===== src/rtl/ler_pkg.sv =====
// Package for the light effect range block: item types, controller states,
// datapath command and status structs, probe ladder table.
// No dependencies.
package ler_pkg;

  localparam int DIST_W = 16;

  localparam logic [31:0] POS_MAX = 32'h7FFF_FFFF;

  localparam logic [2:0] KIND_POINT  = 3'd0;
  localparam logic [2:0] KIND_SPOT   = 3'd1;
  localparam logic [2:0] KIND_BOX    = 3'd2;
  localparam logic [2:0] KIND_SPHERE = 3'd3;

  localparam logic [2:0] PROBE_FIRST = 3'd0;
  localparam logic [2:0] PROBE_LAST  = 3'd6;

  localparam logic [4:0] SQ_LAST   = 5'd3;
  localparam logic [4:0] ROOT_LAST = 5'd31;

  typedef struct packed {
    logic [2:0]         light_kind;
    logic signed [31:0] constant_term;
    logic signed [31:0] linear_term;
    logic signed [31:0] quadratic_term;
    logic signed [31:0] light_intensity;
  } in_item_t;

  typedef struct packed {
    logic signed [31:0] range_value;
    logic               range_infinite;
  } out_item_t;

  typedef enum logic [3:0] {
    ST_IDLE,
    ST_DISPATCH,
    ST_EV_MUL1,
    ST_EV_MUL2,
    ST_EV_ADD,
    ST_EV_DECIDE,
    ST_CHECK,
    ST_SQ,
    ST_ROOT_INIT,
    ST_ROOT,
    ST_ROOT_FIN,
    ST_OUT
  } state_e;

  typedef enum logic [1:0] {
    MUL_Q_DD,
    MUL_C,
    MUL_L,
    MUL_Q
  } mul_sel_e;

  typedef enum logic [1:0] {
    FIN_DIST,
    FIN_SQRT,
    FIN_CONST,
    FIN_INF
  } fin_sel_e;

  typedef struct packed {
    logic              in_load;
    logic              d_load;
    logic              d_inc;
    logic [DIST_W-1:0] d_value;
    logic              ev_mul1;
    logic              mul_en;
    mul_sel_e          mul_sel;
    logic              s1_en;
    logic              a_en;
    logic              acc_clr;
    logic              acc_en;
    logic              root_init;
    logic              root_step;
    logic              fin_load;
    fin_sel_e          fin_sel;
    logic              out_load;
  } cmd_t;

  typedef struct packed {
    logic [2:0] kind;
    logic       cmp_below;
    logic       cmp_above;
    logic       d_at_max;
  } stat_t;

  // probe ladder: distance tried at each rung
  function automatic logic [DIST_W-1:0] probe_dist(input logic [2:0] idx);
    logic [DIST_W-1:0] r;
    unique case (idx)
      3'd0:    r = DIST_W'(1000);
      3'd1:    r = DIST_W'(20);
      3'd2:    r = DIST_W'(750);
      3'd3:    r = DIST_W'(50);
      3'd4:    r = DIST_W'(100);
      3'd5:    r = DIST_W'(500);
      3'd6:    r = DIST_W'(250);
      default: r = '0;
    endcase
    return r;
  endfunction

  // search start taken when the rung hits
  function automatic logic [DIST_W-1:0] probe_start(input logic [2:0] idx);
    logic [DIST_W-1:0] r;
    unique case (idx)
      3'd2:    r = DIST_W'(750);
      3'd3:    r = DIST_W'(21);
      3'd4:    r = DIST_W'(51);
      3'd5:    r = DIST_W'(500);
      3'd6:    r = DIST_W'(250);
      default: r = '0;
    endcase
    return r;
  endfunction

  // 1: rung hits when below threshold, 0: when above
  function automatic logic probe_on_below(input logic [2:0] idx);
    logic r;
    unique case (idx)
      3'd1, 3'd3, 3'd4: r = 1'b1;
      default:          r = 1'b0;
    endcase
    return r;
  endfunction

endpackage


===== src/rtl/ler_ctrl.sv =====
// Controller of the light effect range block: sequences probe ladder,
// unit-step search, squared sum and square root; owns both handshakes.
// Depends on ler_pkg; drives ler_dp through ler_pkg::cmd_t.
module ler_ctrl (
  input  logic           clk_i,
  input  logic           rst_ni,
  input  logic           in_valid_i,
  output logic           in_stall_o,
  output logic           out_valid_o,
  input  logic           out_stall_i,
  input  ler_pkg::stat_t stat_i,
  output ler_pkg::cmd_t  cmd_o
);

  ler_pkg::state_e state_q, state_d;
  logic [4:0] cnt_q, cnt_d;
  logic [2:0] idx_q, idx_d;
  logic       search_q, search_d;
  logic       out_valid_q;
  logic       out_free;
  logic       hit;

  assign out_free = !out_valid_q || !out_stall_i;
  assign hit = ler_pkg::probe_on_below(idx_q) ? stat_i.cmp_below : stat_i.cmp_above;

  always_ff @(posedge clk_i or negedge rst_ni) begin
    if (!rst_ni) begin
      state_q     <= ler_pkg::ST_IDLE;
      cnt_q       <= '0;
      idx_q       <= '0;
      search_q    <= 1'b0;
      out_valid_q <= 1'b0;
    end else begin
      state_q  <= state_d;
      cnt_q    <= cnt_d;
      idx_q    <= idx_d;
      search_q <= search_d;
      if (cmd_o.out_load) begin
        out_valid_q <= 1'b1;
      end else if (out_valid_q && !out_stall_i) begin
        out_valid_q <= 1'b0;
      end
    end
  end

  // next state
  always_comb begin
    state_d  = state_q;
    cnt_d    = cnt_q;
    idx_d    = idx_q;
    search_d = search_q;
    unique case (state_q)
      ler_pkg::ST_IDLE: begin
        if (in_valid_i) state_d = ler_pkg::ST_DISPATCH;
      end
      ler_pkg::ST_DISPATCH: begin
        unique case (stat_i.kind)
          ler_pkg::KIND_POINT, ler_pkg::KIND_SPOT: begin
            idx_d    = ler_pkg::PROBE_FIRST;
            search_d = 1'b0;
            state_d  = ler_pkg::ST_EV_MUL1;
          end
          ler_pkg::KIND_BOX: begin
            cnt_d   = '0;
            state_d = ler_pkg::ST_SQ;
          end
          default: state_d = ler_pkg::ST_OUT;
        endcase
      end
      ler_pkg::ST_EV_MUL1: state_d = ler_pkg::ST_EV_MUL2;
      ler_pkg::ST_EV_MUL2: state_d = ler_pkg::ST_EV_ADD;
      ler_pkg::ST_EV_ADD:  state_d = ler_pkg::ST_EV_DECIDE;
      ler_pkg::ST_EV_DECIDE: begin
        priority if (search_q) begin
          state_d = stat_i.cmp_below ? ler_pkg::ST_OUT : ler_pkg::ST_CHECK;
        end else if (hit && idx_q == ler_pkg::PROBE_FIRST) begin
          state_d = ler_pkg::ST_OUT;
        end else if (hit || idx_q == ler_pkg::PROBE_LAST) begin
          search_d = 1'b1;
          state_d  = ler_pkg::ST_CHECK;
        end else begin
          idx_d   = idx_q + 3'd1;
          state_d = ler_pkg::ST_EV_MUL1;
        end
      end
      ler_pkg::ST_CHECK: begin
        state_d = stat_i.d_at_max ? ler_pkg::ST_OUT : ler_pkg::ST_EV_MUL1;
      end
      ler_pkg::ST_SQ: begin
        cnt_d = cnt_q + 5'd1;
        if (cnt_q == ler_pkg::SQ_LAST) state_d = ler_pkg::ST_ROOT_INIT;
      end
      ler_pkg::ST_ROOT_INIT: begin
        cnt_d   = '0;
        state_d = ler_pkg::ST_ROOT;
      end
      ler_pkg::ST_ROOT: begin
        cnt_d = cnt_q + 5'd1;
        if (cnt_q == ler_pkg::ROOT_LAST) state_d = ler_pkg::ST_ROOT_FIN;
      end
      ler_pkg::ST_ROOT_FIN: state_d = ler_pkg::ST_OUT;
      ler_pkg::ST_OUT: begin
        if (out_free) state_d = ler_pkg::ST_IDLE;
      end
      default: state_d = ler_pkg::ST_IDLE;
    endcase
  end

  // datapath commands
  always_comb begin
    cmd_o         = '0;
    cmd_o.mul_sel = ler_pkg::MUL_Q_DD;
    cmd_o.fin_sel = ler_pkg::FIN_INF;
    unique case (state_q)
      ler_pkg::ST_IDLE: cmd_o.in_load = in_valid_i;
      ler_pkg::ST_DISPATCH: begin
        unique case (stat_i.kind)
          ler_pkg::KIND_POINT, ler_pkg::KIND_SPOT: begin
            cmd_o.d_load  = 1'b1;
            cmd_o.d_value = ler_pkg::probe_dist(ler_pkg::PROBE_FIRST);
          end
          ler_pkg::KIND_BOX: cmd_o.acc_clr = 1'b1;
          ler_pkg::KIND_SPHERE: begin
            cmd_o.fin_load = 1'b1;
            cmd_o.fin_sel  = ler_pkg::FIN_CONST;
          end
          default: cmd_o.fin_load = 1'b1;
        endcase
      end
      ler_pkg::ST_EV_MUL1: cmd_o.ev_mul1 = 1'b1;
      ler_pkg::ST_EV_MUL2: begin
        cmd_o.mul_en = 1'b1;
        cmd_o.s1_en  = 1'b1;
      end
      ler_pkg::ST_EV_ADD: cmd_o.a_en = 1'b1;
      ler_pkg::ST_EV_DECIDE: begin
        priority if (search_q) begin
          if (stat_i.cmp_below) begin
            cmd_o.fin_load = 1'b1;
            cmd_o.fin_sel  = ler_pkg::FIN_DIST;
          end else begin
            cmd_o.d_inc = 1'b1;
          end
        end else if (hit && idx_q == ler_pkg::PROBE_FIRST) begin
          // still bright at the top rung: infinite
          cmd_o.fin_load = 1'b1;
        end else if (hit) begin
          cmd_o.d_load  = 1'b1;
          cmd_o.d_value = ler_pkg::probe_start(idx_q);
        end else if (idx_q == ler_pkg::PROBE_LAST) begin
          cmd_o.d_load  = 1'b1;
          cmd_o.d_value = '0;
        end else begin
          cmd_o.d_load  = 1'b1;
          cmd_o.d_value = ler_pkg::probe_dist(idx_q + 3'd1);
        end
      end
      ler_pkg::ST_CHECK: cmd_o.fin_load = stat_i.d_at_max;
      ler_pkg::ST_SQ: begin
        cmd_o.mul_en = (cnt_q != ler_pkg::SQ_LAST);
        cmd_o.acc_en = (cnt_q != 5'd0);
        unique case (cnt_q[1:0])
          2'd0:    cmd_o.mul_sel = ler_pkg::MUL_C;
          2'd1:    cmd_o.mul_sel = ler_pkg::MUL_L;
          default: cmd_o.mul_sel = ler_pkg::MUL_Q;
        endcase
      end
      ler_pkg::ST_ROOT_INIT: cmd_o.root_init = 1'b1;
      ler_pkg::ST_ROOT:      cmd_o.root_step = 1'b1;
      ler_pkg::ST_ROOT_FIN: begin
        cmd_o.fin_load = 1'b1;
        cmd_o.fin_sel  = ler_pkg::FIN_SQRT;
      end
      ler_pkg::ST_OUT: cmd_o.out_load = out_free;
      default: ;
    endcase
  end

  assign in_stall_o  = (state_q != ler_pkg::ST_IDLE);
  assign out_valid_o = out_valid_q;

endmodule


===== config.mk =====
export PLATFORM = sky130hd
export DESIGN_NAME = ler_ctrl
export DESIGN_NICKNAME = d
export VERILOG_FILES = /design/src/rtl/ler_pkg.sv /design/src/rtl/ler_ctrl.sv
export SDC_FILE = /design/constraint.sdc
export NUM_CORES = 1
export LEC_CHECK = 0
export BUFFER_PORTS_ARGS = -buffer_cell sky130_fd_sc_hd__buf_2
export CAP_MARGIN = 20
export CORE_UTILIZATION = 49
export CTS_CLUSTER_SIZE = 30
export DETAILED_ROUTE_END_ITERATION = 7
export GPL_ROUTABILITY_DRIVEN = 0
export PLACE_DENSITY = 0.81
export SKIP_LAST_GASP = 1
export SYNTH_ARGS = -nofsm -noshare
export SYNTH_HDL_FRONTEND = slang
export SYNTH_SLANG_ARGS = --single-unit
export TNS_END_PERCENT = 50

===== constraint.sdc =====
create_clock -name clk_i -period 2.7 [get_ports clk_i]
set_input_delay 0.54 -clock clk_i [delete_from_list [all_inputs] [get_ports clk_i]]
set_output_delay 0.54 -clock clk_i [all_outputs]
set_load 0.02 [all_outputs]

# ---- Word-level counts from Yosys, hierarchy flattened
# Cells that the tools add are included.
dict set report word_totals {
  regBits 14
  latch_bits 0
  ramBits 0
  romBits 0
  in_bits 10
  output_inout_bits 35
  wordCells 133
  mem_count 0
}
dict set report op_classes {
  add_sub_neg 2
  n_mul 0
  div 0
  order_cmp 0
  n_eq_ne 39
  n_shift 0
  n_mux 63
  bitwise_logic 0
  reduce_logical 24
}
# operator n
set ops {}
lappend ops {{case mux 10 bit (7 select lines)} 1}
lappend ops {{2-to-1 mux 16 bit} 4}
lappend ops {{case mux 10 bit (5 select lines)} 1}
lappend ops {{case mux 4 bit (12 select lines)} 1}
lappend ops {{2-to-1 mux 4 bit} 8}
lappend ops {{case mux 16 bit (2 select lines)} 1}
lappend ops {{2-to-1 mux 1 bit} 28}
lappend ops {{== test 3 x 2 -> 1 bit, second input constant} 6}
lappend ops {{== test 3 bit, second input constant} 6}
lappend ops {{2-to-1 mux 3 bit} 6}
lappend ops {{== test 4 x 3 -> 1 bit, second input constant} 4}
lappend ops {{== test 4 bit, second input constant} 4}
lappend ops {{case mux 5 bit (3 select lines)} 1}
lappend ops {{!= test 2 bit, second input constant} 7}
lappend ops {{2-to-1 mux 10 bit} 1}
lappend ops {{== test 3 x 1 -> 1 bit, second input constant} 3}
lappend ops {{zero test 3 bit} 3}
lappend ops {{== test 4 x 2 -> 1 bit, second input constant} 2}
lappend ops {{case mux 4 bit (2 select lines)} 1}
lappend ops {{case mux 1 bit (2 select lines)} 3}
lappend ops {{case mux 2 bit (3 select lines)} 1}
lappend ops {{case mux 3 bit (2 select lines)} 1}
lappend ops {{OR reduction 3 bit} 2}
lappend ops {{adder 5 x 1 -> 5 bit, second input constant} 1}
lappend ops {{other kinds (24)} 32}

# ---- Depth between registers and ports, before layout
# Gate-level depths: netlist of the first run.
dict set report logic_depth {
  word_depth 9
  ltp_mapped 9
  mapped_depth_nobuf 8
}

# ---- Worst setup path before layout of the first run
# No wires, ideal clock.
dict set report synth_timing {
  kind {register -> output}
  start {reg idx_q[0]}
  end {out cmd_o[15] (netlist name)}
  t_arrival_ns 2.269
  required_ns 2.160
  slack_ns -0.109
  stages_incl_launch_ff 10
  path_buffers 2
  cell_sequence {dfrtp_1 > clkbuf_1 > inv_1 > ha_1 > a21oi_2 > o21ai_2 > mux2_4 > buf_6 > a211o_1 > a21oi_1}
}
# item line
set synth_rtl {}
lappend synth_rtl {{start: declaration} ler_ctrl.sv:17} ;# logic [2:0] idx_q, idx_d;
lappend synth_rtl {{start signal: assignment} ler_ctrl.sv:36} ;# idx_q <= idx_d;
lappend synth_rtl {{end: declaration} ler_ctrl.sv:12} ;# output ler_pkg::cmd_t cmd_o

==> results.tsv, run 1 <==
metric	value	unit
status	complete, but fails checks	
failing checks	negative setup slack	
antenna cell count	0	
Post-Synth Adder-Cell Area	9.752	%
Hold WS	0.1376	ns
final non-filler cell total	308	
via count	1812	
post-synthesis sequential area ratio	21.01	%
routed len/inst	14.30	um
All-Layer GR Usage	24.20	%
CP arrival	2.34	ns
Fillers	259	
reg2reg path depth	8	
Final min period	2.878	ns
Skew-Pair Late Insertion Delay	0.28	ns
clock tree buffer depth	2	
global-route wire length before repair	6720	um
Max-Cap Viols	0	
htree depth	1	
Port Buffers	38	
pin count of the biggest net entering global routing	16	
post-synthesis compound-gate area fraction	24.08	%
Pre-antenna DRT Iters	5	
P&R area growth vs syn	27.83	%
Cell Chain, Critical Path	ha_4 > ha_4 > a21oi_4 > o21ai_4 > mux2i_4 > buf_4 > nor3_1 > nor3_1 > buf_2	
storage element area	352.8	um^2
fraction of layout cells with a size suffix above 1	35.23	%
Site Rows	20	
synthesized cell area	0.001668	mm^2
Total Neg Setup Slack	-0.5697	ns
yosys warns	0	
clk sinks	14	
slowest stage delay, CP	0.46	ns
CP max-delay cell	dfrtp_2	
Synth Area in Simple Gates	28.96	%
vias per inst	5.883	
CP startpoint	idx_q[0]	
top cells by count, synth	23 x nor2_1, 20 x nand2_1, 14 x dfrtp_1, 13 x a21oi_1, 13 x ha_1	
Nets	289	
Yosys cell types	53	
Post-route DRC	0	
Placed Area	0.001904	mm^2
CP endpoint kind	output pin	
XOR/XNOR Fraction of Synth Area	0.5251	%
asr flop ratio synth	100.0	%
Worst EP required	2.16	ns
WS Path Type	register to output pin	
DR iter-0 viols	148	
post-synthesis mux area share	5.851	%
crit share post-route	106.6	%
Slew Limit Fails	0	
Clock Pin Slew Worst Setup and Hold Paths	0.08	ns
Main synth FF type	dfrtp_1	
RSZ-0062 raised after global routing	yes	
Fin Clk Skew	0.006250	ns
Initial Util	52.90	%
gr ovfl total	0	
final WL	4403	um
Yosys reg bits	14	
CTS Root Cell	clkbuf_4	
Die W	60.34	um
final cell utilization of the core	67.62	%
HP Class	input port to asynchronous set/reset pin	
Ports	45	
worst setup path endpoint	cmd_o[18]	
R2R Path Start	idx_q[0]	
CTS tree	done	
Critical Path Source Type	register	
VDD IR max	0.5208	mV
number of global-route vias before repair	1502	
Post-Syn Instances	213	
dpl cells	294	
worst-path maximum fanout	7	
DIE AREA	0.003641	mm^2
leakage	1.007	nW
die height	60.34	um
Final ANT Viol Nets	0	
final worst slack	-0.1784	ns
largest family of logic cells by synthesized area	simple AND/OR/NAND/NOR gates	
initial antenna violation count	0	
achievable frequency	347.4	MHz
top post-synthesis cells by area	dfrtp_1 21%, ha_1 9.8%, nor2_1 5.2%	
Non-Filler Cell Area, Final	0.002132	mm^2
P per Cell Area	1075	mW/mm^2
synthesized area per cell	7.830	um^2
# setup viols final	10	
CTS Buf Count	3	
EDFF count, synth	0	
Yosys top cell area share	21.01	%
count leader, synth	nor2_1	
HPWL Detailed	2859	um
area of the multi-input gates	0.001295	mm^2
cell type with the largest total area after synthesis	dfrtp_1	
core area	0.003153	mm^2
RR Endpoint	state_q[2]	
R2R Setup Slk	0.49	ns
Final Hold Viols	0	
layer usage:
metal	track usage [%]	routed length, um	vias to the layer above
met2	36.89	2110	85
met1	34.22	1933	863
met3	6.183	303	8
met5	0	0	-
met4	5.980	56	0
li1	-	-	856
registers in the layout, summed over array words and instances (netlist names):
signal	cells
state_q	4
idx_q	3
search_q	1
cnt_q	5
out_valid_o	1
cells in the final DEF (no fill, tap or decap), drive strengths merged, types with 5 or more instances in the layout:
master,n
buf,59
nor2,23
nand2,20
o21ai,18
a21oi,14
dfrtp,14
nor3,13
ha,13
inv,11
mux2i,7
conb,6
nand2b,6
and3,5
a211oi,5
power by group:
part           switching [W]  internal [W]  total, W
registers           0.000105      0.000296  0.000401
clock network      0.0000650     0.0000519  0.000117
logic                0.00101      0.000763   0.00177
total                0.00118       0.00111   0.00229
logic make-up (layout without fill, tap and decap cells):
kind of cell | Yosys count | count (layout)
and+or+nand+nor | 89 | 89
AOI/OAI and AO/OA | 59 | 59
buffers and inverters | 28 | 73
DFF | 14 | 14
adders and majority gates | 13 | 13
muxes | 8 | 9
other | 1 | 6
xor gates and xnor gates | 1 | 1
layout make-up:
type	instances	area share, %
inverter	11	1.937
clock buffer	3	1.056
multi-input combinational	177	60.74
timing repair buffer	59	17.14
sequential	14	16.55
tap	44	2.582
worst max-delay path, delay by kind of cell (launching register included):
| kind | cells | cell delay (ns) |
|---|---|---|
| compound gates | 2 | 0.27 |
| fa+ha+maj | 2 | 0.37 |
| buf+inv | 2 | 0.40 |
| flops | 1 | 0.46 |
| mux | 1 | 0.30 |
| simple gates | 2 | 0.26 |
worst min-delay path by stage:
stage / from / endpoint / cells past startpoint / slack (ns)
after global placement: rst_ni / out_valid_o / 1 / 0.45
final: rst_ni / cnt_q[4] / 1 / 0.14
after detailed placement: rst_ni / cnt_q[0] / 1 / 0.46
after CTS: rst_ni / out_valid_o / 1 / 0.14
after floorplan: rst_ni / cnt_q[0] / 0 / 0.24
after global routing: rst_ni / idx_q[2] / 1 / 0.16
what timing repair did:
item / CTS / global route
setup buffers: 5 / 5
setup endpoints to repair: 11 / 10
pin swaps: 3 / 6
cloned: 1 / 0
hold buffers: 0 / 0
resized for setup: 23 / 4
metrics by stage:
stage / total power [W] / setup WS (ns)
final: 0.002291 / -0.1784
after global routing: 0.002472 / -0.2357
after CTS: 0.002183 / -0.07235
after detailed placement: 0.001865 / 0.07641
after global placement: 0.001844 / 0.1090
after floorplan: 0.001533 / -0.008591
(Power assumes the default switching activity.)
==> run 2: changes to the inputs <==
--- a/config.mk
+++ b/config.mk
@@ -7,11 +7,13 @@
 export LEC_CHECK = 0
 export BUFFER_PORTS_ARGS = -buffer_cell sky130_fd_sc_hd__buf_2
 export CAP_MARGIN = 20
-export CORE_UTILIZATION = 49
+export CELL_PAD_IN_SITES_DETAIL_PLACEMENT = 0
+export CELL_PAD_IN_SITES_GLOBAL_PLACEMENT = 1
+export CORE_UTILIZATION = 38
 export CTS_CLUSTER_SIZE = 30
 export DETAILED_ROUTE_END_ITERATION = 7
 export GPL_ROUTABILITY_DRIVEN = 0
-export PLACE_DENSITY = 0.81
+export PLACE_DENSITY = 0.86
 export SKIP_LAST_GASP = 1
 export SYNTH_ARGS = -nofsm -noshare
 export SYNTH_HDL_FRONTEND = slang
==> run 2 against run 1 <==
Net effect:
- the flow still finishes with violations (negative setup slack)
- largest power group unchanged
- sequential share of layout area is 0.53 points lower
- largest cell class unchanged
- worst hold slack better by 0.049 ns
- count of clock-buffer cells in the layout is 1 higher
- highest routed layer unchanged
- non-clock buffer count is 3 higher
- power is 5.4% higher
- die area is 28% higher
- sequential power is 1% higher
- cell area is 3.3% higher
- cell count is 3.2% higher
==> results.tsv, run 2 (synthesis gave the netlist of run 1 again) <==
metric	value	unit	change
clk sinks	14		unchanged
biggest regs	cnt_q (5), state_q (4), idx_q (3)		
leakage	1.042	nW	+3.5%
CTS tree	done		
Ports	45		unchanged
Port Buffers	38		unchanged
DR iter-0 viols	108		-27%
Pint	0.001222	W	+10%
CTS Root Cell	clkbuf_8		
hold_buf cts	0		unchanged
Site Rows	23		+15%
htree depth	1		unchanged
P per Cell Area	1097	mW/mm^2	+2.1%
sequential share of power	16.8	%	-0.7 points
worst-path maximum fanout	5		-2
Net Switching	0.001193	W	+1.0%
Final ANT Viol Nets	0		unchanged
WS Path Type	register to output pin		
pin count of the biggest net entering global routing	16		unchanged
Die W	68.25	um	+13%
Nets	292		+1.0%
routed len/inst	13.97	um	-2.3%
Skew-Pair Late Insertion Delay	0.25	ns	-0.03 ns
Initial Util	40.53	%	-12 points
CTS Buf Count	3		unchanged
final WL	4441	um	+0.86%
DIE AREA	0.004658	mm^2	+28%
Pre-antenna DRT Iters	4		-1
RSZ-0062 raised after global routing	yes		
Critical Path Source Type	register		
combinational power share	74.5	%	-2.9 points
Max-Cap Viols	0		unchanged
global-route wire length before repair	7169	um	+6.7%
Post-route DRC	0		unchanged
HP Class	input port to asynchronous set/reset pin		
R2R Path Start	idx_q[1]		
P&R area growth vs syn	32.03	%	
vias per inst	5.396		-8.3%
core area	0.004115	mm^2	+31%
R2R Setup Slk	0.46	ns	-0.03 ns
most frequent cells in the layout	32 x buf_2, 28 x buf_4, 22 x nor2_1		
Worst EP required	2.16	ns	about the same
via count	1716		-5.3%
Fin Clk Skew	0.004709	ns	-0.001541 ns
All-Layer GR Usage	20.21	%	-4.0 points
Pwr Total	0.002415	W	+5.4%
VDD IR max	0.4515	mV	-13%
Slew Limit Fails	0		unchanged
failing checks	negative setup slack		
# setup viols final	1		-9
RR Endpoint	idx_q[0]		
Fillers	410		+58%
HPWL Detailed	3162	um	+11%
gr ovfl total	0		unchanged
CP endpoint kind	output pin		
most common cell after layout, fill and taps aside	buf_2		
fraction of layout cells with a size suffix above 1	36.19	%	+0.97 points
Non-Filler Cell Area, Final	0.002202	mm^2	+3.3%
die height	68.25	um	+13%
max reg flops	5		unchanged
achievable frequency	366.2	MHz	+5.4%
final worst slack	-0.03112	ns	+0.1473 ns
Clock Pin Slew Worst Setup and Hold Paths	0.06	ns	-0.02 ns
reg2reg path depth	8		unchanged
Sw Share	49.39	%	-2.2 points
Final min period	2.731	ns	-0.1473 ns
Placed Area	0.001934	mm^2	+1.6%
number of global-route vias before repair	1550		+3.2%
Biggest register	cnt_q		
crit share post-route	101.2	%	-5.5 points
antenna cell count	0		unchanged
initial antenna violation count	0		unchanged
clock tree buffer depth	2		unchanged
part of the power in the clock network	8.7	%	+3.6 points
Final Hold Viols	0		unchanged
CP arrival	2.19	ns	-0.15 ns
status	complete, but fails checks		
[run 2: changes by cell type in the layout (fill, tap and decap cells not counted), sizes merged]
cell	delta
buf	+3
clkbuf	+1
[run 2: layout make-up]
cell class	count	area [um^2]	area share, %
well taps	50	62.56	2.841
repair buffers	62	392.9	17.84
inverters	11	43.79	1.989
multi-input cells	177	1295	58.81
clock buffers	4	55.05	2.500
flip-flops and latches	14	352.8	16.02
[run 2: repair_timing]
action / CTS / global route
cloned: 1 / 0
buffers inserted: 6 / 4
resized for setup: 16 / 15
pin swaps: 2 / 6
setup endpoints to repair: 10 / 10
[run 2: critical path, cell delays in order, from the launching register on]
cell and delay [ns]:
dfrtp_2 0.45, ha_4 0.19, ha_4 0.18, a21oi_4 0.15, o21ai_4 0.11, mux2_4 0.36
a211o_1 0.25, a21oi_2 0.13, buf_6 0.13
[run 2: worst max-delay path by stage]
stage | start | end | slack (ns) | cells after the start
2_1_floorplan | idx_q[0] | cmd_o[15] | -0.009 | 9
3_3_place_gp | idx_q[0] | cmd_o[15] | 0.12 | 8
3_5_place_dp | idx_q[0] | cmd_o[15] | 0.05 | 8
4_1_cts | idx_q[1] | cmd_o[15] | -0.02 | 8
5_1_grt | idx_q[1] | cmd_o[23] | -0.11 | 8
6_report | idx_q[1] | cmd_o[15] | -0.03 | 8
[run 2: power groups by stage]
stage	registers, W	logic (W)	clock network [W]
2_1_floorplan	0.000380	0.00115	0
4_1_cts	0.000401	0.00168	0.000213
3_3_place_gp	0.000394	0.00151	0
5_1_grt	0.000424	0.00197	0.000221
6_report	0.000407	0.00180	0.000210
3_5_place_dp	0.000400	0.00152	0
[run 2: layer usage]
metal / vias to the layer above / GRT usage [%] / part of all wire [%]
met5: - / 0 / 0
met4: 0 / 6.250 / 1.7
met3: 8 / 3.333 / 5.7
met2: 62 / 32.48 / 47
met1: 795 / 27.30 / 46
li1: 851 / - / -
[run 2: per-stage QoR]
step | util [%] | instances | TNS, ns | hold slack (ns) | setup WS (ns)
final | 53.51 | 318 | -0.03112 | 0.1861 | -0.03112
after global routing | 53.51 | 318 | -0.6467 | 0.2118 | -0.1081
after CTS | 51.57 | 314 | -0.01694 | 0.1932 | -0.01694
after detailed placement | 47.01 | 303 | 0 | 0.4643 | 0.04971
after global placement | 47.01 | 303 | 0 | 0.4581 | 0.1206
after floorplan | - | 218 | -0.008591 | 0.2444 | -0.008591
